==> src/rtl/sexp_pkg.sv <==
`timescale 1ns / 1ps
// sexp_pkg: token, error and scanner phase codes, the per-request result bundle
// and byte classification helpers for the s-expression tokenizer. No dependencies.
package sexp_pkg;

   localparam logic [5:0] MAX_DEPTH = 6'd32;

   localparam logic [7:0] CH_TAB    = 8'h09;
   localparam logic [7:0] CH_LF     = 8'h0A;
   localparam logic [7:0] CH_CR     = 8'h0D;
   localparam logic [7:0] CH_SPACE  = 8'h20;
   localparam logic [7:0] CH_QUOTE  = 8'h22;
   localparam logic [7:0] CH_SEMI   = 8'h3B;
   localparam logic [7:0] CH_BSLASH = 8'h5C;
   localparam logic [7:0] CH_LPAREN = 8'h28;
   localparam logic [7:0] CH_RPAREN = 8'h29;
   localparam logic [7:0] CH_LBRACK = 8'h5B;
   localparam logic [7:0] CH_RBRACK = 8'h5D;
   localparam logic [7:0] CH_LBRACE = 8'h7B;
   localparam logic [7:0] CH_RBRACE = 8'h7D;
   localparam logic [7:0] CH_ZERO   = 8'h30;
   localparam logic [7:0] CH_LOWER_N = 8'h6E;
   localparam logic [7:0] CH_LOWER_R = 8'h72;
   localparam logic [7:0] CH_LOWER_T = 8'h74;
   localparam logic [3:0] RADIX     = 4'd10;

   localparam logic [1:0] ERR_STRAY  = 2'd0;
   localparam logic [1:0] ERR_ESCAPE = 2'd1;
   localparam logic [1:0] ERR_DEEP   = 2'd2;
   localparam logic [1:0] ERR_NONE   = 2'd0;

   typedef enum logic [2:0] {
      TK_LBEGIN = 3'd0,
      TK_LEND   = 3'd1,
      TK_ABYTE  = 3'd2,
      TK_AEND   = 3'd3,
      TK_IEND   = 3'd4,
      TK_SBYTE  = 3'd5,
      TK_SEND   = 3'd6,
      TK_ERROR  = 3'd7
   } token_type;

   typedef enum logic [2:0] {
      PH_START   = 3'd0,
      PH_LIST    = 3'd1,
      PH_ATOM    = 3'd2,
      PH_STRING  = 3'd3,
      PH_ESCAPE  = 3'd4,
      PH_COMMENT = 3'd5,
      PH_DONE    = 3'd6
   } phase_type;

   // results of one request: a leading token (list begin or a closing token),
   // a second token, then a run of list ends counting down from unw
   typedef struct packed {
      logic        s0_vld;
      token_type   s0_tok;
      logic [63:0] s0_val;
      logic [5:0]  s0_lvl;
      logic        s1_vld;
      token_type   s1_tok;
      logic [7:0]  s1_chr;
      logic [1:0]  s1_err;
      logic [5:0]  s1_lvl;
      logic [5:0]  unw;
   } bundle_type;

   function automatic logic is_ws(input logic [7:0] c);
      return (c == CH_TAB) || (c == CH_LF) || (c == CH_SPACE);
   endfunction

   function automatic logic is_digit(input logic [7:0] c);
      return (c >= 8'h30) && (c <= 8'h39);
   endfunction

   function automatic logic is_atom(input logic [7:0] c);
      logic r;
      r = is_digit(c) || ((c >= 8'h61) && (c <= 8'h7A)) || ((c >= 8'h41) && (c <= 8'h5A));
      unique case (c)
         8'h5F, 8'h24, 8'h23, 8'h3F, 8'h2E, 8'h40, 8'h2B, 8'h2D, 8'h21, 8'h7E,
         8'h2A, 8'h2F, 8'h25, 8'h3C, 8'h3E, 8'h26, 8'h5E, 8'h7C, 8'h3D: r = 1'b1;
         default: ;
      endcase
      return r;
   endfunction

   function automatic logic is_open(input logic [7:0] c);
      return (c == CH_LPAREN) || (c == CH_LBRACK) || (c == CH_LBRACE);
   endfunction

   function automatic logic is_close(input logic [7:0] c);
      return (c == CH_RPAREN) || (c == CH_RBRACK) || (c == CH_RBRACE);
   endfunction

endpackage

==> src/rtl/sexp_scan.sv <==
`timescale 1ns / 1ps
// sexp_scan: scanner state (phase, depth, digit flag, saturating accumulator)
// and the result bundle of each accepted request. Depends on sexp_pkg.
module sexp_scan import sexp_pkg::*; (
   input  logic       clock,
   input  logic       reset,
   input  logic       accept,
   input  logic       kind,
   input  logic [7:0] chr,
   output logic       push,
   output bundle_type bundle
);

   phase_type   phase_ff, phase_in;
   logic [5:0]  depth_ff, depth_in;
   logic        digits_ff, digits_in;
   logic [63:0] accum_ff, accum_in;

   logic        live;
   logic        start;
   phase_type   p;
   logic [5:0]  d0;
   logic        between_en;
   logic [3:0]  digit;
   logic [67:0] prod;
   logic [63:0] acc_next;
   logic [7:0]  esc_chr;
   logic        esc_ok;

   assign live  = accept && (phase_ff != PH_DONE);
   assign start = (phase_ff == PH_START);
   assign p     = start ? PH_LIST : phase_ff;
   assign d0    = start ? 6'd1 : depth_ff;
   assign digit = 4'(chr - CH_ZERO);

   // accum * 10 + digit as shift-add, saturating on carry out of 64 bits
   assign prod     = ({4'd0, accum_ff} << 3) + ({4'd0, accum_ff} << 1) + {64'd0, digit};
   assign acc_next = (|prod[67:64]) ? {64{1'b1}} : prod[63:0];

   assign between_en = live && !kind &&
                       ((p == PH_LIST) || ((p == PH_ATOM) && !is_atom(chr)));

   always_comb begin
      esc_ok  = 1'b1;
      esc_chr = chr;
      unique case (chr)
         CH_BSLASH:  esc_chr = CH_BSLASH;
         CH_QUOTE:   esc_chr = CH_QUOTE;
         CH_LOWER_N: esc_chr = CH_LF;
         CH_LOWER_R: esc_chr = CH_CR;
         CH_LOWER_T: esc_chr = CH_TAB;
         default:    esc_ok  = 1'b0;
      endcase
   end

   // next state
   always_comb begin
      phase_in  = phase_ff;
      depth_in  = depth_ff;
      digits_in = digits_ff;
      accum_in  = accum_ff;
      if (live) begin
         phase_in = p;
         depth_in = d0;
         if (kind) begin
            phase_in = PH_DONE;
            depth_in = 6'd0;
         end else begin
            unique case (p)
               PH_ATOM: begin
                  if (is_atom(chr)) begin
                     if (is_digit(chr)) accum_in = acc_next;
                     else digits_in = 1'b0;
                  end else begin
                     phase_in = PH_LIST;
                  end
               end
               PH_STRING: begin
                  if (chr == CH_QUOTE) phase_in = PH_LIST;
                  else if (chr == CH_BSLASH) phase_in = PH_ESCAPE;
               end
               PH_ESCAPE: phase_in = PH_STRING;
               PH_COMMENT: begin
                  if (chr == CH_LF) phase_in = PH_LIST;
               end
               default: ;
            endcase
            if (between_en) begin
               if (is_ws(chr)) begin
                  phase_in = PH_LIST;
               end else if (chr == CH_SEMI) begin
                  phase_in = PH_COMMENT;
               end else if (is_open(chr)) begin
                  if (d0 < MAX_DEPTH) depth_in = 6'(d0 + 6'd1);
               end else if (is_close(chr)) begin
                  depth_in = (d0 != 6'd0) ? 6'(d0 - 6'd1) : 6'd0;
                  if (d0 <= 6'd1) phase_in = PH_DONE;
               end else if (chr == CH_QUOTE) begin
                  phase_in = PH_STRING;
               end else if (is_atom(chr)) begin
                  phase_in  = PH_ATOM;
                  digits_in = is_digit(chr);
                  accum_in  = is_digit(chr) ? {60'd0, digit} : 64'd0;
               end
            end
         end
      end
   end

   // result bundle
   always_comb begin
      bundle = '0;
      if (live) begin
         if (start) begin
            bundle.s0_vld = 1'b1;
            bundle.s0_tok = TK_LBEGIN;
            bundle.s0_lvl = 6'd1;
         end else if ((p == PH_ATOM) && (kind || !is_atom(chr))) begin
            bundle.s0_vld = 1'b1;
            bundle.s0_tok = digits_ff ? TK_IEND : TK_AEND;
            bundle.s0_val = digits_ff ? accum_ff : 64'd0;
            bundle.s0_lvl = d0;
         end else if (kind && ((p == PH_STRING) || (p == PH_ESCAPE))) begin
            bundle.s0_vld = 1'b1;
            bundle.s0_tok = TK_SEND;
            bundle.s0_lvl = d0;
         end
         if (kind) begin
            bundle.unw = d0;
         end else begin
            bundle.s1_lvl = d0;
            unique case (p)
               PH_ATOM: begin
                  if (is_atom(chr)) begin
                     bundle.s1_vld = 1'b1;
                     bundle.s1_tok = TK_ABYTE;
                     bundle.s1_chr = chr;
                  end
               end
               PH_STRING: begin
                  if (chr == CH_QUOTE) begin
                     bundle.s1_vld = 1'b1;
                     bundle.s1_tok = TK_SEND;
                  end else if (chr != CH_BSLASH) begin
                     bundle.s1_vld = 1'b1;
                     bundle.s1_tok = TK_SBYTE;
                     bundle.s1_chr = chr;
                  end
               end
               PH_ESCAPE: begin
                  bundle.s1_vld = 1'b1;
                  bundle.s1_tok = esc_ok ? TK_SBYTE : TK_ERROR;
                  bundle.s1_chr = esc_chr;
                  bundle.s1_err = esc_ok ? ERR_NONE : ERR_ESCAPE;
               end
               default: ;
            endcase
            if (between_en) begin
               if (is_ws(chr) || (chr == CH_SEMI) || (chr == CH_QUOTE)) begin
                  bundle.s1_vld = 1'b0;
               end else if (is_open(chr)) begin
                  bundle.s1_vld = 1'b1;
                  if (d0 >= MAX_DEPTH) begin
                     bundle.s1_tok = TK_ERROR;
                     bundle.s1_chr = chr;
                     bundle.s1_err = ERR_DEEP;
                  end else begin
                     bundle.s1_tok = TK_LBEGIN;
                     bundle.s1_lvl = 6'(d0 + 6'd1);
                  end
               end else if (is_close(chr)) begin
                  bundle.s1_vld = 1'b1;
                  bundle.s1_tok = TK_LEND;
                  bundle.s1_lvl = (d0 != 6'd0) ? 6'(d0 - 6'd1) : 6'd0;
               end else if (is_atom(chr)) begin
                  bundle.s1_vld = 1'b1;
                  bundle.s1_tok = TK_ABYTE;
                  bundle.s1_chr = chr;
               end else begin
                  bundle.s1_vld = 1'b1;
                  bundle.s1_tok = TK_ERROR;
                  bundle.s1_chr = chr;
                  bundle.s1_err = ERR_STRAY;
               end
            end
         end
      end
   end

   assign push = bundle.s0_vld || bundle.s1_vld || (bundle.unw != 6'd0);

   always_ff @(posedge clock) begin
      if (reset) begin
         phase_ff  <= PH_START;
         depth_ff  <= 6'd0;
         digits_ff <= 1'b1;
         accum_ff  <= 64'd0;
      end else begin
         phase_ff  <= phase_in;
         depth_ff  <= depth_in;
         digits_ff <= digits_in;
         accum_ff  <= accum_in;
      end
   end

endmodule

==> src/rtl/sexp_fifo.sv <==
`timescale 1ns / 1ps
// sexp_fifo: two-entry queue of result bundles between scanner and emitter.
// Depends on sexp_pkg.
module sexp_fifo import sexp_pkg::*; (
   input  logic       clock,
   input  logic       reset,
   input  logic       push,
   input  bundle_type wr_data,
   input  logic       pop,
   output logic       not_empty,
   output logic       full,
   output bundle_type rd_data
);

   bundle_type mem_ff [2];
   logic       wr_ptr_ff, wr_ptr_in;
   logic       rd_ptr_ff, rd_ptr_in;
   logic [1:0] count_ff, count_in;
   logic       do_pop;

   assign not_empty = (count_ff != 2'd0);
   assign full      = (count_ff == 2'd2);
   assign rd_data   = mem_ff[rd_ptr_ff];
   assign do_pop    = pop && not_empty;

   always_comb begin
      wr_ptr_in = push ? ~wr_ptr_ff : wr_ptr_ff;
      rd_ptr_in = do_pop ? ~rd_ptr_ff : rd_ptr_ff;
      count_in  = 2'(count_ff + {1'b0, push} - {1'b0, do_pop});
   end

   always_ff @(posedge clock) begin
      if (push) mem_ff[wr_ptr_ff] <= wr_data;
   end

   always_ff @(posedge clock) begin
      if (reset) begin
         wr_ptr_ff <= 1'b0;
         rd_ptr_ff <= 1'b0;
         count_ff  <= 2'd0;
      end else begin
         wr_ptr_ff <= wr_ptr_in;
         rd_ptr_ff <= rd_ptr_in;
         count_ff  <= count_in;
      end
   end

endmodule

==> src/rtl/sexp_emit.sv <==
`timescale 1ns / 1ps
// sexp_emit: unpacks result bundles into single results, one per cycle while rsp_ready allows,
// into the registered response port. Depends on sexp_pkg.
module sexp_emit import sexp_pkg::*; (
   input  logic        clock,
   input  logic        reset,
   input  logic        q_not_empty,
   input  bundle_type  q_data,
   output logic        q_pop,
   output logic        rsp_valid,
   input  logic        rsp_ready,
   output logic [2:0]  rsp_token,
   output logic [7:0]  rsp_char_out,
   output logic [63:0] rsp_int_value,
   output logic [1:0]  rsp_error_code,
   output logic [5:0]  rsp_level,
   output logic        rsp_last
);

   bundle_type  work_ff, work_in;
   logic        work_vld_ff, work_vld_in;
   logic        valid_ff, valid_in;
   token_type   tok_ff, tok_in;
   logic [7:0]  chr_ff, chr_in;
   logic [63:0] val_ff, val_in;
   logic [1:0]  err_ff, err_in;
   logic [5:0]  lvl_ff, lvl_in;
   logic        last_ff, last_in;

   logic        out_free;
   logic        fire;
   bundle_type  rest;
   logic        more;

   assign out_free = !valid_ff || rsp_ready;
   assign fire     = out_free && work_vld_ff;

   always_comb begin
      rest   = work_ff;
      tok_in = tok_ff;
      chr_in = chr_ff;
      val_in = val_ff;
      err_in = err_ff;
      lvl_in = lvl_ff;
      priority if (work_ff.s0_vld) begin
         rest.s0_vld = 1'b0;
         tok_in = work_ff.s0_tok;
         chr_in = 8'd0;
         val_in = work_ff.s0_val;
         err_in = ERR_NONE;
         lvl_in = work_ff.s0_lvl;
      end else if (work_ff.s1_vld) begin
         rest.s1_vld = 1'b0;
         tok_in = work_ff.s1_tok;
         chr_in = work_ff.s1_chr;
         val_in = 64'd0;
         err_in = work_ff.s1_err;
         lvl_in = work_ff.s1_lvl;
      end else begin
         // unwinding list ends at end of source
         rest.unw = 6'(work_ff.unw - 6'd1);
         tok_in = TK_LEND;
         chr_in = 8'd0;
         val_in = 64'd0;
         err_in = ERR_NONE;
         lvl_in = 6'(work_ff.unw - 6'd1);
      end
      more    = rest.s0_vld || rest.s1_vld || (rest.unw != 6'd0);
      last_in = !more;
   end

   always_comb begin
      work_in     = work_ff;
      work_vld_in = work_vld_ff;
      q_pop       = 1'b0;
      if (fire && more) begin
         work_in = rest;
      end else if (fire || !work_vld_ff) begin
         q_pop       = q_not_empty;
         work_vld_in = q_not_empty;
         work_in     = q_data;
      end
      valid_in = out_free ? work_vld_ff : valid_ff;
   end

   always_ff @(posedge clock) begin
      if (reset) begin
         work_vld_ff <= 1'b0;
         valid_ff    <= 1'b0;
      end else begin
         work_vld_ff <= work_vld_in;
         valid_ff    <= valid_in;
      end
   end

   always_ff @(posedge clock) begin
      work_ff <= work_in;
      if (fire) begin
         tok_ff  <= tok_in;
         chr_ff  <= chr_in;
         val_ff  <= val_in;
         err_ff  <= err_in;
         lvl_ff  <= lvl_in;
         last_ff <= last_in;
      end
   end

   assign rsp_valid      = valid_ff;
   assign rsp_token      = 3'(tok_ff);
   assign rsp_char_out   = chr_ff;
   assign rsp_int_value  = val_ff;
   assign rsp_error_code = err_ff;
   assign rsp_level      = lvl_ff;
   assign rsp_last       = last_ff;

endmodule

==> src/rtl/s_expression_tokenizer.sv <==
`timescale 1ns / 1ps
// s_expression_tokenizer: top level, scanner -> bundle queue -> emitter.
// Depends on sexp_pkg, sexp_scan, sexp_fifo, sexp_emit.
//
// Usage:
//   req channel takes one source byte (req_kind 0) or an end-of-source mark
//   (req_kind 1) per request; rsp channel returns tokens one per transfer,
//   with rsp_last high on the final token caused by a request. Requests that
//   cause no token (whitespace, comments, an opening quote, a backslash)
//   produce nothing.
//   Path: the first token of a request goes through the bundle queue and the
//   emitter's work register into the output register that drives rsp.
//   Throughput: one request per cycle while each causes at most one token
//   and rsp_ready is high; a request causing more tokens holds the response
//   port until all are out (an end mark closing deep nesting gives up to 33).
//   The port emits one token per ready cycle and sets the sustained rate.
//   A two-entry bundle queue decouples the sides: req_ready drops only when
//   it is full, so a stalled receiver backs up into the request side after
//   four token-producing requests: two queued, one waiting in the emitter
//   and one held on the response port.
//   Reset (synchronous, active high) empties the queue and output register and
//   returns the scanner to the start of a program; the first request after
//   reset is preceded by the implicit list begin. After the top-level list
//   closes, every request is accepted and dropped until reset.
module s_expression_tokenizer import sexp_pkg::*; (
   input  logic        clock,
   input  logic        reset,
   input  logic        req_valid,
   output logic        req_ready,
   input  logic        req_kind,
   input  logic [7:0]  req_byte_req,
   output logic        rsp_valid,
   input  logic        rsp_ready,
   output logic [2:0]  rsp_token,
   output logic [7:0]  rsp_char_out,
   output logic [63:0] rsp_int_value,
   output logic [1:0]  rsp_error_code,
   output logic [5:0]  rsp_level,
   output logic        rsp_last
);

   logic       accept;
   logic       push;
   bundle_type bundle;
   logic       q_full;
   logic       q_not_empty;
   logic       q_pop;
   bundle_type q_data;

   assign req_ready = !q_full;
   assign accept    = req_valid && req_ready;

   sexp_scan u_scan (
      .clock  (clock),
      .reset  (reset),
      .accept (accept),
      .kind   (req_kind),
      .chr    (req_byte_req),
      .push   (push),
      .bundle (bundle)
   );

   sexp_fifo u_fifo (
      .clock     (clock),
      .reset     (reset),
      .push      (push),
      .wr_data   (bundle),
      .pop       (q_pop),
      .not_empty (q_not_empty),
      .full      (q_full),
      .rd_data   (q_data)
   );

   sexp_emit u_emit (
      .clock          (clock),
      .reset          (reset),
      .q_not_empty    (q_not_empty),
      .q_data         (q_data),
      .q_pop          (q_pop),
      .rsp_valid      (rsp_valid),
      .rsp_ready      (rsp_ready),
      .rsp_token      (rsp_token),
      .rsp_char_out   (rsp_char_out),
      .rsp_int_value  (rsp_int_value),
      .rsp_error_code (rsp_error_code),
      .rsp_level      (rsp_level),
      .rsp_last       (rsp_last)
   );

endmodule

==> config.mk <==
export PLATFORM = sky130hd
export DESIGN_NAME = s_expression_tokenizer
export DESIGN_NICKNAME = d
export VERILOG_FILES = /design/src/rtl/sexp_pkg.sv /design/src/rtl/sexp_scan.sv /design/src/rtl/sexp_fifo.sv /design/src/rtl/sexp_emit.sv /design/src/rtl/s_expression_tokenizer.sv
export SDC_FILE = /design/constraint.sdc
export NUM_CORES = 1
export LEC_CHECK = 0
export BUFFER_PORTS_ARGS = -buffer_cell sky130_fd_sc_hd__buf_4
export CORE_UTILIZATION = 50
export DETAILED_ROUTE_END_ITERATION = 6
export PLACE_DENSITY_LB_ADDON = 0.25
export SLEW_MARGIN = 20
export SYNTH_ARGS = -nofsm -noshare
export SYNTH_HDL_FRONTEND = slang
export SYNTH_SLANG_ARGS = --single-unit
==> constraint.sdc <==
create_clock -name clock -period 21.5 [get_ports clock]
set_input_delay 1.075 -clock clock [delete_from_list [all_inputs] [get_ports clock]]
set_output_delay 1.075 -clock clock [all_outputs]
set_load 0.005 [all_outputs]
# Word-level counts from Yosys, hierarchy flattened
# Memory sizes are Yosys's and may differ from the RTL's. A register that Yosys moved wholly into a read port is not among the register bits.
# Cells that the tools add are included.
[totals] n_memories=1 ramBits=200 register_bits=264 input_bits=13
[mem_list] name="u_fifo.mem_ff" words=2 width=100 read_ports=1 rd_clocked_by_memory_dff=1 write_ports=1 line="sexp_fifo.sv:15" source="bundle_type mem_ff [2];"
[op_classes] magnitude_cmp=9 eq_ne=42 n_bitwise=5 n_reduce_logical=50 muxes=115 addsub=8
[ops] cell="two-way mux 64 bit" n=14
[ops] cell="== test 8 x 6 -> 1 bit (second input constant)" n=19
[ops] cell="two-way mux 6 bit" n=18
[ops] cell="== test 8 x 7 -> 1 bit (second input constant)" n=13
[ops] cell="two-way mux 100 bit" n=1
[ops] cell="adder 67 x 65 -> 68 bit" n=1
[ops] cell="adder 68 x 4 -> 68 bit" n=1
[ops] cell="two-way mux 20 bit" n=3
[ops] cell="two-way mux 3 bit" n=18
[ops] cell="two-way mux 26 bit" n=2
[ops] cell="two-way mux 1 bit" n=40
[ops] cell="case mux 8 bit (5 select lines)" n=1
[ops] cell="case mux 12 bit (3 select lines)" n=1
[ops] cell="two-way mux 12 bit" n=2
[ops] cell="two-way mux 4 bit" n=6
[ops] cell="two-way mux 10 bit" n=2
[ops] cell="two-way mux 19 bit" n=1
[ops] cell="OR reduction 19 bit" n=1
[ops] cell="logical OR 1 bit" n=18
[ops] cell="nonzero test 6 bit" n=3
[ops] cell="== test 8 x 4 -> 1 bit (second input constant)" n=2
[ops] cell=">= comparator 8 x 7 -> 1 bit (second input constant)" n=2
[ops] cell="less-or-equal comparator 8 x 7 -> 1 bit (second input constant)" n=2
[ops] cell="logical AND 1 bit" n=13
[ops] cell="28 further kinds" n=45

# Logic depth before layout (Yosys ltp)
# Gate-level depths: netlist (run 1).
[logic_depth] word_depth=23 mapped_depth=17

# By module
# Synthesis (run 1) repeated with hierarchy kept, for this count alone.
[hier_totals] cells_unflattened=2042 area_unflattened_um2=24384.6
[modules_own_cells] mod="sexp_scan" cells_each=1339 n_inst=1 area_each_um2=9739.3
[modules_own_cells] mod="sexp_fifo" cells_each=334 n_inst=1 area_each_um2=7961.4
[modules_own_cells] mod="sexp_emit" cells_each=367 n_inst=1 area_each_um2=6673.9
[modules_own_cells] mod="s_expression_tokenizer" cells_each=2 n_inst=1 area_each_um2=10.0

# Least setup slack after synthesis (run 1)
# Ideal clock, no wire load.
[synth_path] kind="input-to-reg" startpoint="input req_byte_req[5]" endpoint="memory u_fifo.mem_ff[1][0] (netlist name) (enable)" setup_slack_ns=13.145 required_time_ns=20.927 cell_stages=10 setup_time_ns=0.573 t_arrival_ns=7.783 path_cell_list="clkbuf_1 -> or4b_2 -> a2111oi_0 -> nor3_1 -> a21oi_1 -> clkbuf_1 -> nand2_1 -> a21oi_1 -> nor3_1 -> nor2b_1"
[synth_lines] item="start, declared" line="s_expression_tokenizer.sv:31" source="input logic [7:0] req_byte_req,"
[synth_lines] item="end, declared" line="sexp_fifo.sv:15"

# Final worst setup path (run 1)
[layout_path] startpoint="input req_byte_req[3]" endpoint="register u_scan.accum_ff[57]"
[layout_via] elab_chain_len=20 elab_cells_between_ends=78
[layout_rtl] item="parallel branches: the longest is 19 deep, another holds adder 68 x 4 -> 68 bit"
[layout_rtl] item="two-way mux 64 bit *" line="sexp_scan.sv:88" source="if (between_en) begin"
[layout_rtl] item="end signal, assigned" line="sexp_scan.sv:202" source="accum_ff <= accum_in;"
[layout_rtl] item="end, declared" line="sexp_scan.sv:17" source="logic [63:0] accum_ff, accum_in;"
# Every way passes the cells marked *. The select of a mux whose other input is x is not followed.
# A chain may end at the register's enable or synchronous reset.

==> parameters.txt, run 1 <==
Parameter                              Value

Status
  Status    complete, no violations

Worst setup path
  Cell chain of the critical path    buf_4 > fa_1 > ha_1 > a211oi_1 > o211ai_1 > nand4_1 > a2111oi_0 > nor3_1 > o31ai_1 > a41oi_1 > xnor2_1 > or4b_1 > nor2_4 > buf_16 > o211ai_1
  Timing startpoint of the critical path    req_byte_req[3]
  Crit path top cell by count    o211ai_1
  Critical Path Source Type    input port
  Cell family with the largest share of critical-path delay    simple AND/OR/NAND/NOR gates
  Crit path largest cell delay    0.96 ns
  Critical Path Sink Type    flop
  Slowest cell on the critical path    or4b_1
  WP buf/inv    2
  Crit path DAT    6.23 ns
  Startpoint-to-endpoint class of the critical path    input port to flop
  CP required    21.95 ns
  FF-to-FF Start    u_scan.accum_ff[25]$_SDFFE_PP0P_
  Critical-path maximum fanout    27

Route
  Via count of the routed design    15500
  DRT antenna net count    0
  Post-DR wirelength/cell    18.7 µm
  Number of iterations in the first detailed-routing pass    7
  Routed Wire Length    49.9 mm
  Number of remaining DRC errors    0
  DRT iter0 DRCs    946
  Vias/cell    5.78

Clock tree
  Total of hold buffers inserted after clock tree synthesis    0
  Sink count of the clock tree    465
  Number of setup buffers added after CTS    0
  H-tree lvl count    2
  Root buffer cell    clkbuf_16
  Clock insertion delay at the later pin of the skew report    0.59 ns
  Number of buffers created by CTS    48
  Worst-path clk slew    0.06 ns
  Maximum clock insertion buffer count    3
  CTS resizes    0
  Clock tree from TritonCTS    yes

Layout
  Final nets    2185
  Total inserted antenna cells    0
  Final non-filler cell total    2674
  Share of final-layout standard cells stronger than drive strength 1    15.1%
  Area growth from synthesis to final layout    12.4%

Synthesis
  Synth top cells by count    383 x edfxtp_1, 180 x a21oi_1, 154 x and2_1
  Dominant cell by count in the synthesized netlist    edfxtp_1
  Synthesized area    23100 µm²
  Post-synth EDFFs    383
  Sequential area share after synthesis    56.9%
  Post-synth ARST share    0%
  Fraction of synthesized cell area taken by the top area cell type    49.8%
  Register bit total from synthesis    465
  Net count after synthesis    2116
  Synthesized area divided by synthesized cell count    11.8 µm²
  Synth warnings    0
  Leading cell types by total area after synthesis    edfxtp_1 50%, ha_1 7.4%, dfxtp_1 7.1%, mux2_2 4.6%, and2_1 4.2%
  Dominant register cell in the synthesized netlist    edfxtp_1
  Count of unique library cells instantiated by Yosys    77
  Top cell type by total area after synthesis    edfxtp_1
  Gate count of the mapped netlist    1965

Global route
  Number of global-route vias before repair    15300
  Antenna violations before repair    0
  Largest net degree at the start of global routing    85
  Total routing resource utilization after global routing    21.4%
  First-pass GRT wire length    81.1 mm
  Total congestion overflow    0

Power and ir drop
  Static leakage    9.99 nW
  Gate power share    20.0%
  Power density over the cells    107 nW/µm²
  Power share of the clock group    29.8%
  Net switching power    0.739 mW
  Reg power frac    50.2%
  Internal power consumption    2.04 mW
  Worst ir drop on vdd    0.0890 mV
  Net switching share of the total power    26.6%

Die
  Area of the die    47100 µm²
  Die span in x    217 µm
  Top Ports    99
  Die height    217 µm
  Core area    45500 µm²
  Starting density of the core    50.8%
  Rows    78

Placement
  Sum of net half-perimeters after detailed placement    34.0 mm
  Count of input and output buffers    98
  Number of placed instances, taps included    2582
  RD Place Congestion    0.912

STA
  Relative slew margins    33.4%
  Transition at the pin with the smallest max-transition slack    0.987 ns
  Min Tclk post-route    5.79 ns
  Total count of hold-check failures in the final report    0
  Final total negative setup slack    0 ns
  RSZ-0062 raised after global routing    no
  Clock skew    0.0158 ns
  Final setup vio count    0
  Hold WS    0.517 ns
  Max Fclk    173 MHz
  Share of the cycle needed by the critical path after routing    26.9%
  Pins Over Slew Limit    0

Hold path
  Tightest Hold Check Type    flop to flop
  Hold path start    u_emit.rest[16]$_DFFE_PP_

Run
  # Max-Cap Violations    0
-- stage by stage --
step                      setup slack [ns]  power [mW]  cell area [µm²]  utilization, %
after floorplan                      13.14        1.77            23100               -
after global placement               14.92        1.96            24300            53.5
after detailed placement             14.67        1.97            24300            53.5
after CTS                            15.29        2.81            25900            57.0
after global routing                 15.14        2.91            26000            57.1
final                                15.71        2.78            26000            57.1
-- worst register-to-register path, delay by kind of cell (launching register included) --
| kind | cells | cell delay [ns] |
|---|---|---|
| compound gates | 6 | 1.99 |
| xor+xnor | 1 | 0.17 |
| fa+ha+maj | 2 | 0.75 |
| buf+inv | 1 | 0.25 |
| flops | 1 | 0.35 |
| simple gates | 4 | 1.91 |
-- flip-flops by register name, summed over array words and instances (netlist names), named ones only --
name and flops:
u_fifo.mem_ff 200, u_emit.rest 92, u_emit.rsp_int_value 64, u_scan.accum_ff 64, u_emit.rsp_char_out 8, u_emit.work_ff 8, u_emit.rsp_level 6, u_scan.depth_ff 6
u_emit.rsp_token 3, u_scan.phase_ff 3, u_emit.rsp_error_code 2, u_fifo.count_ff 2, u_emit.rsp_last 1, u_emit.rsp_valid 1, u_emit.work_vld_ff 1, u_fifo.rd_ptr_ff 1
u_fifo.wr_ptr_ff 1, u_scan.digits_ff 1
-- layout by cell type (no fill, tap or decap), types with 16 or more instances in the layout --
cell       instances
inv_1             30
and2_1           154
clkbuf_16         50
a31oi_1           16
xor2_1            33
nor2_1           127
edfxtp_1         383
buf_4            112
a21oi_1          180
a21o_1            17
mux2_2            94
dfxtp_1           80
nand3_1           27
nand2_1          117
a211oi_1          19
o21ai_0          129
ha_1             136
nand2b_1          18
xnor2_1           40
nand4_1           23
nor3_1            28
-- power by group through the flow --
| stage | Sequential, mW | Combinational [mW] | Clock [mW] |
|---|---|---|---|
| floorplan | 1.40 | 0.368 | 0 |
| global placement | 1.41 | 0.551 | 0 |
| detailed placement | 1.42 | 0.558 | 0 |
| CTS | 1.40 | 0.564 | 0.847 |
| global route | 1.42 | 0.615 | 0.879 |
| finish | 1.39 | 0.556 | 0.827 |
-- kinds of logic after synthesis --
group / synth area share, %
and+or+nand+nor: 12.7
xor gates and xnor gates: 2.77
buffers and inverters: 2.26
DFF: 56.9
AOI/OAI and AO/OA: 12.8
muxes: 5.01
adders and majority gates: 7.54
-- routing by layer --
metal | vias to the layer above | part of all wire (%) | track usage, %
met3 | 101 | 4.1 | 3.31
met1 | 7496 | 46 | 28.7
li1 | 7482 | - | -
met4 | 0 | 2.9 | 7.58
met5 | - | 0 | 0
met2 | 374 | 47 | 35.3
-- layout make-up --
type	instances	area, µm²
repair buffers	115	900
flip-flops and latches	465	13100
clock buffers	70	1410
well taps	600	751
inverters	32	123
clock inverters	20	181
fillers	3792	19500
multi-input cells	1372	9480
-- final timing paths --
path	end	slack, ns	depth (start not counted)
setup reg to reg	u_scan.accum_ff[57]$_SDFFE_PP0P_	15.96	14
setup / recovery	u_scan.accum_ff[57]$_SDFFE_PP0P_	15.71	15
hold / removal	u_emit.rsp_char_out[2]$_SDFFCE_PP0P_	0.52	1
hold reg to reg	u_emit.rsp_char_out[2]$_SDFFCE_PP0P_	0.52	1
No activity file was read; power rests on OpenSTA's default activity.
==> inputs of run 2 (changes only) <==
==> constraint.sdc (replaced) <==
create_clock -name clock -period 5.9 [get_ports clock]
set_input_delay 0.295 -clock clock [delete_from_list [all_inputs] [get_ports clock]]
set_output_delay 0.295 -clock clock [all_outputs]
set_load 0.005 [all_outputs]
==> run 2 against run 1 <==
Against the previous run:
- hold slack got worse by 0.43 ns
- sequential power grew to 3.6 times the previous value
- routed wire length shrank 0.95%
- first-iteration DRC count shrank 6.6%
- global-route usage shrank 0.086 points
- die area unchanged
- largest power group unchanged
- sequential cell count did not move
- setup slack got worse by 15 ns
- critical path type is now flop to flop
- combinational power increased to 3.6 times the previous value
==> parameters.txt, run 2 (synthesized netlist as in run 1, its figures left out) <==
Parameter                              Value

Status
  Status    complete, no violations

Layout
  Final non-filler cell total    2677 (+0.11%)
  Max reg flops    200 (unchanged)
  Final nets    2187 (+0.092%)
  Total inserted antenna cells    0 (unchanged)
  Area growth from synthesis to final layout    12.4% (about the same)
  Commonest non-fill, non-tap cells in the layout    383 x edfxtp_1, 180 x a21oi_1, 154 x and2_1
  Filler Cells Inserted    3799 (+0.18%)
  Most common library cell in the layout ignoring fill and taps    edfxtp_1
  Register with the most flip-flops    u_fifo.mem_ff
  Share of final-layout standard cells stronger than drive strength 1    14.9% (-0.17 points)

Clock tree
  Maximum clock insertion buffer count    3 (unchanged)
  Clock insertion delay at the later pin of the skew report    0.60 ns (about the same)
  Clock tree from TritonCTS    yes
  Worst-path clk slew    0.07 ns (about the same)
  Sink count of the clock tree    465 (unchanged)
  Number of buffers created by CTS    49 (+2.1%)
  Root buffer cell    clkbuf_16
  H-tree lvl count    2 (unchanged)

Worst setup path
  Crit path DAT    5.30 ns (-0.93 ns)
  Critical Path Sink Type    flop
  Critical Path Source Type    flop
  CP required    6.35 ns (-15.60 ns)
  Startpoint-to-endpoint class of the critical path    flop to flop
  Critical-path maximum fanout    23 (-15%)

Die
  Die height    217 µm (unchanged)
  Top Ports    99 (unchanged)
  Rows    78 (unchanged)
  Die span in x    217 µm (unchanged)
  Core area    45500 µm² (unchanged)
  Starting density of the core    50.8% (unchanged)
  Area of the die    47100 µm² (unchanged)

Global route
  Largest net degree at the start of global routing    85 (unchanged)
  First-pass GRT wire length    80.6 mm (-0.54%)
  Number of global-route vias before repair    15400 (+0.84%)
  Antenna violations before repair    0 (unchanged)
  Total routing resource utilization after global routing    21.3% (-0.086 points)
  Total congestion overflow    0 (unchanged)

Power and ir drop
  Net switching share of the total power    27.0% (+0.36 points)
  Power share of the clock group    29.7% (about the same)
  Internal power consumption    7.36 mW (+260%)
  Static leakage    9.97 nW (-0.21%)
  Power density over the cells    388 nW/µm² (+260%)
  Net switching power    2.72 mW (+270%)
  Worst ir drop on vdd    0.327 mV (+270%)
  Pwr Total    10.1 mW (+260%)
  Gate power share    20.0% (about the same)
  Reg power frac    50.3% (about the same)

STA
  Max Fclk    206 MHz
  Pins Over Slew Limit    0 (unchanged)
  Relative slew margins    30.3% (-3.1 points)
  Final total negative setup slack    0 ns (unchanged)
  Final setup vio count    0 (unchanged)
  Total count of hold-check failures in the final report    0 (unchanged)
  Transition at the pin with the smallest max-transition slack    1.03 ns (+0.0456 ns)
  RSZ-0062 raised after global routing    no
  Clock skew    0.0197 ns (+0.00393 ns)
  Share of the cycle needed by the critical path after routing    82.2%
  Min Tclk post-route    4.85 ns

Route
  Post-DR wirelength/cell    18.5 µm (-1.1%)
  Vias/cell    5.72 (-1.1%)
  DRT antenna net count    0 (unchanged)
  Number of iterations in the first detailed-routing pass    5 (-2)
  DRT iter0 DRCs    884 (-6.6%)
  Via count of the routed design    15300 (-0.96%)
  Routed Wire Length    49.5 mm (-0.95%)
  Number of remaining DRC errors    0 (unchanged)

Placement
  Count of input and output buffers    98 (unchanged)
  RD Place Congestion    0.896 (-1.7%)
  Number of placed instances, taps included    2584 (+0.077%)
  Sum of net half-perimeters after detailed placement    33.8 mm (-0.71%)

Run
  # Max-Cap Violations    0 (unchanged)

Hold path
  Tightest Hold Check Type    input port to flop
## run 2: cell count changes in the layout (fill, tap and decap cells not counted), sizes merged
| cell | delta |
|---|---|
| clkinv | -4 |
| bufinv | -2 |
| clkinvlp | +2 |
| clkbuf | +6 |
| dlygate4sd3 | +1 |
## run 2: power groups by stage
stage	logic, mW	registers (mW)	clock network (mW)
5_1_grt	2.24	5.16	3.19
3_3_place_gp	2.01	5.12	0
4_1_cts	2.06	5.09	3.07
3_5_place_dp	2.05	5.15	0
2_1_floorplan	1.34	5.07	0
6_report	2.02	5.07	3.00
## run 2: final cells by class
type	count	area, µm²	area share [%]
Sequential cell	465	13100	50.6
Multi-Input combinational cell	1372	9480	36.5
Clock buffer	76	1430	5.50
Timing Repair Buffer	116	902	3.47
Tap cell	600	751	2.89
Clock inverter	16	149	0.573
Inverter	32	123	0.472
## run 2: per-stage QoR
stage,util [%],hold WS (ns),setup slack [ns],area (µm²)
detailed placement,53.6,0.502,0.932,24400
finish,57.1,0.0821,1.05,26000
global route,57.1,0.0668,0.701,26000
global placement,53.6,0.499,1.05,24400
floorplan,-,0.460,0.264,23100
CTS,57.1,0.0418,1.01,26000
## run 2: worst paths after layout
check,from,endpoint,slack [ns],cells after the start
setup / recovery,u_scan.accum_ff[0]$_SDFFE_PP0P_,u_scan.accum_ff[61]$_SDFFE_PP0P_,1.05,14
setup reg to reg,u_scan.accum_ff[0]$_SDFFE_PP0P_,u_scan.accum_ff[61]$_SDFFE_PP0P_,1.05,14
hold / removal,reset,u_scan.depth_ff[0]$_SDFFE_PP0P_,0.08,2
hold reg to reg,u_emit.rest[51]$_DFFE_PP_,u_emit.rsp_int_value[19]$_SDFFCE_PN0P_,0.52,1
## run 2: layer usage
metal  wire length [µm]  global-route usage [%]
met1              22200                    28.1
met2              23800                    35.6
met3               2130                    3.52
met4               1330                    7.25
met5                  0                       0
## run 2: repair_timing
item / CTS / global route
hold buffers: 1 / 0
endpoints found under the hold margin: 1 / 0
gates resized for setup: 0 / 0
setup endpoints to repair: 0 / 0
buffers inserted: 0 / 0
## run 2: worst max-delay path, stage by stage, from the launching register on
cell and delay (ns):
dfxtp_1 0.44, fa_1 0.47, ha_1 0.33, a211oi_1 0.09, o211ai_1 0.23, nand4_1 0.17
a2111oi_0 0.71, nor3_1 0.21, o31ai_1 0.46, a41oi_1 0.20, xnor2_1 0.17, or4b_1 0.59
buf_4 0.28, o31ai_2 0.26, a21oi_1 0.09
==> inputs of run 3 (changes only) <==
==> constraint.sdc (replaced) <==
create_clock -name clock -period 4.4 [get_ports clock]
set_input_delay 0.22 -clock clock [delete_from_list [all_inputs] [get_ports clock]]
set_output_delay 0.22 -clock clock [all_outputs]
set_load 0.005 [all_outputs]
==> run 3 against run 2 <==
Against the previous run:
- via count rose by 1.6%
- global-route usage rose by 0.065 points
- combinational power rose by 39%
- critical path type unchanged
==> parameters.txt, run 3 (synthesized netlist as in run 1, its figures left out) <==
Parameter                              Value

Status
  Status    complete, no violations

Worst setup path
  Startpoint-to-endpoint class of the critical path    flop to flop
  CP required    4.85 ns (-1.50 ns)
  Critical-path maximum fanout    7 (-70%)
  Reg2reg path depth    15 (+1)
  Crit path DAT    4.64 ns (-0.66 ns)
  Critical Path Source Type    flop
  Worst setup slack for register-to-register paths    0.21 ns (-0.84 ns)
  Endpoint of the most critical register-to-register path    u_scan.accum_ff[12]$_SDFFE_PP0P_
  FF-to-FF Start    u_scan.accum_ff[25]$_SDFFE_PP0P_
  Critical Path Sink Type    flop

Hold path
  Tightest Hold Check Type    input port to flop
  Worst hold endpoint    u_fifo.mem_ff[0][20]$_DFFE_PP_
  Hold path start    req_byte_req[6]
  Number of cells on the worst hold path    2 (unchanged)

Route
  M1 wire length    22.5 mm (+1.4%)
  Number of remaining DRC errors    0 (unchanged)
  Detail Route met3 WL    1.71 mm (-20%)
  Routed Wire Length    49.8 mm (+0.60%)
  Top layer used by detailed routing    met4
  DRT antenna net count    0 (unchanged)
  Number of iterations in the first detailed-routing pass    5 (unchanged)
  DRT iter0 DRCs    1042 (+18%)
  Vias/cell    5.71 (about the same)
  Via count of the routed design    15500 (+1.6%)
  Post-DR wirelength/cell    18.3 µm (-1.1%)
  Amount of wire on met2 after detailed routing    24.3 mm (+1.9%)

Layout
  Filler Cells Inserted    3772 (-0.71%)
  Share of final-layout standard cells stronger than drive strength 1    16.7% (+1.8 points)
  Area growth from synthesis to final layout    14.2%
  Multi-input combinational cell area    9500 µm² (+0.21%)
  Register with the most flip-flops    u_fifo.mem_ff
  Total inserted antenna cells    0 (unchanged)
  Max reg flops    200 (unchanged)
  Storage cell area    13100 µm² (about the same)
  Most common library cell in the layout ignoring fill and taps    edfxtp_1
  Final nets    2232 (+2.1%)
  Commonest non-fill, non-tap cells in the layout    383 x edfxtp_1, 180 x a21oi_1, 154 x and2_1

Global route
  Antenna violations before repair    0 (unchanged)
  Largest net degree at the start of global routing    82 (-3.5%)
  Total routing resource utilization after global routing    21.4% (+0.065 points)
  First-pass GRT wire length    81.5 mm (+1.0%)
  Total congestion overflow    0 (unchanged)
  Number of global-route vias before repair    15600 (+1.2%)

Die
  Die height    217 µm (unchanged)
  Starting density of the core    50.8% (unchanged)
  Core area    45500 µm² (unchanged)
  Die span in x    217 µm (unchanged)
  Rows    78 (unchanged)
  Area of the die    47100 µm² (unchanged)
  Top Ports    99 (unchanged)

Clock tree
  Worst-path clk slew    0.07 ns (about the same)
  Maximum clock insertion buffer count    3 (unchanged)
  Sink count of the clock tree    465 (unchanged)
  Clock tree from TritonCTS    yes
  Clock insertion delay at the later pin of the skew report    0.59 ns (about the same)
  Root buffer cell    clkbuf_16
  H-tree lvl count    2 (unchanged)
  Number of buffers created by CTS    49 (unchanged)
  Number of setup buffers added after CTS    0 (unchanged)

STA
  Share of the cycle needed by the critical path after routing    95.2% (+13 points)
  Max Fclk    239 MHz (+16%)
  Clock skew    0.0260 ns (+0.00630 ns)
  Total count of hold-check failures in the final report    0 (unchanged)
  Min Tclk post-route    4.19 ns (-0.658 ns)
  Min setup slack post-route    0.209 ns (-0.842 ns)
  Transition at the pin with the smallest max-transition slack    1.09 ns (+0.0593 ns)
  Pins Over Slew Limit    0 (unchanged)
  Relative slew margins    26.7% (-3.5 points)
  Final setup vio count    0 (unchanged)

Power and ir drop
  Power density over the cells    513 nW/µm² (+32%)
  Static leakage    10.2 nW (+2.5%)
  Pwr Total    13.5 mW (+34%)
  Worst ir drop on vdd    0.451 mV (+38%)

Placement
  Count of input and output buffers    98 (unchanged)
  Sum of net half-perimeters after detailed placement    34.8 mm (+2.9%)
  Worst-case setup slack after placement    -0.180 ns (-1.11 ns)
  RD Place Congestion    0.908 (+1.3%)

Run
  # Max-Cap Violations    0 (unchanged)
## run 3: cell types whose count changed in the layout (fill, tap and decap cells not counted), moves of 3 or more
cell	delta
buf_12	+5
inv_6	+3
clkinv_2	+4
clkbuf_8	-4
dlygate4sd3_1	+4
clkinvlp_4	-3
buf_4	+37
## run 3: worst max-delay path: stages (launching register included)
cell      delay (ns)
dfxtp_1         0.34
ha_1            0.30
ha_1            0.40
nand2_1         0.11
o21ai_0         0.45
a211oi_1        0.15
o41ai_1         0.35
buf_4           0.18
nor3_2          0.05
o31ai_2         0.27
a41oi_1         0.19
xnor2_1         0.18
or4b_4          0.60
buf_4           0.20
o31ai_2         0.23
a21oi_1         0.09
## run 3: where the power goes
group / internal (mW) / switching, mW / total (mW)
registers: 6.39 / 0.371 / 6.76
logic: 1.22 / 1.58 / 2.80
clock network: 2.30 / 1.67 / 3.97
## run 3: repair_timing
action                                  4_1_cts  5_1_grt
hold endpoints to repair                      7        0
hold buffers                                  5        0
pin swaps                                     0        5
gates cloned                                  0        0
resized for setup                             3        5
endpoints found under the setup margin       61       64
## run 3: worst max path at each step
stage	startpoint	endpoint	slack [ns]	cells after the start
5_1_grt	u_scan.accum_ff[11]$_SDFFE_PP0P_	u_scan.accum_ff[12]$_SDFFE_PP0P_	-0.003	15
3_3_place_gp	req_byte_req[3]	u_scan.accum_ff[51]$_SDFFE_PP0P_	-0.09	16
6_report	u_scan.accum_ff[25]$_SDFFE_PP0P_	u_scan.accum_ff[12]$_SDFFE_PP0P_	0.21	15
3_5_place_dp	req_byte_req[3]	u_scan.accum_ff[12]$_SDFFE_PP0P_	-0.18	16
4_1_cts	u_scan.accum_ff[0]$_SDFFE_PP0P_	u_scan.accum_ff[12]$_SDFFE_PP0P_	0.02	15
2_1_floorplan	req_byte_req[5]	u_fifo.mem_ff[1][0]$_DFFE_PP_	0.03	10
## run 3: stage by stage
| stage | setup TNS (ns) | utilization (%) | hold WS, ns | cell area, µm² | instances |
|---|---|---|---|---|---|
| 3_3_place_gp | -0.739 | 54.4 | 0.498 | 24800 | 2625 |
| 6_report | 0 | 58.0 | 0.0500 | 26400 | 2722 |
| 4_1_cts | 0 | 58.0 | 0.0108 | 26400 | 2722 |
| 2_1_floorplan | 0 | - | 0.385 | 23100 | 1965 |
| 3_5_place_dp | -5.53 | 54.4 | 0.503 | 24800 | 2625 |
| 5_1_grt | -0.00431 | 58.0 | 0.0368 | 26400 | 2722 |
## run 3: area by class of cell
type / instances / area share, %
clock buffers: 73 / 5.23
clock inverters: 19 / 0.640
inverters: 32 / 0.465
multi-input cells: 1372 / 36.0
flip-flops and latches: 465 / 49.8
well taps: 600 / 2.85
repair buffers: 161 / 4.96
## run 3: metal layers
| layer | up-vias | global-route usage (%) |
|---|---|---|
| met5 | - | 0 |
| met4 | 0 | 6.76 |
| met3 | 89 | 3.16 |
| met2 | 307 | 36.4 |
| met1 | 7589 | 28.1 |
| li1 | 7564 | - |
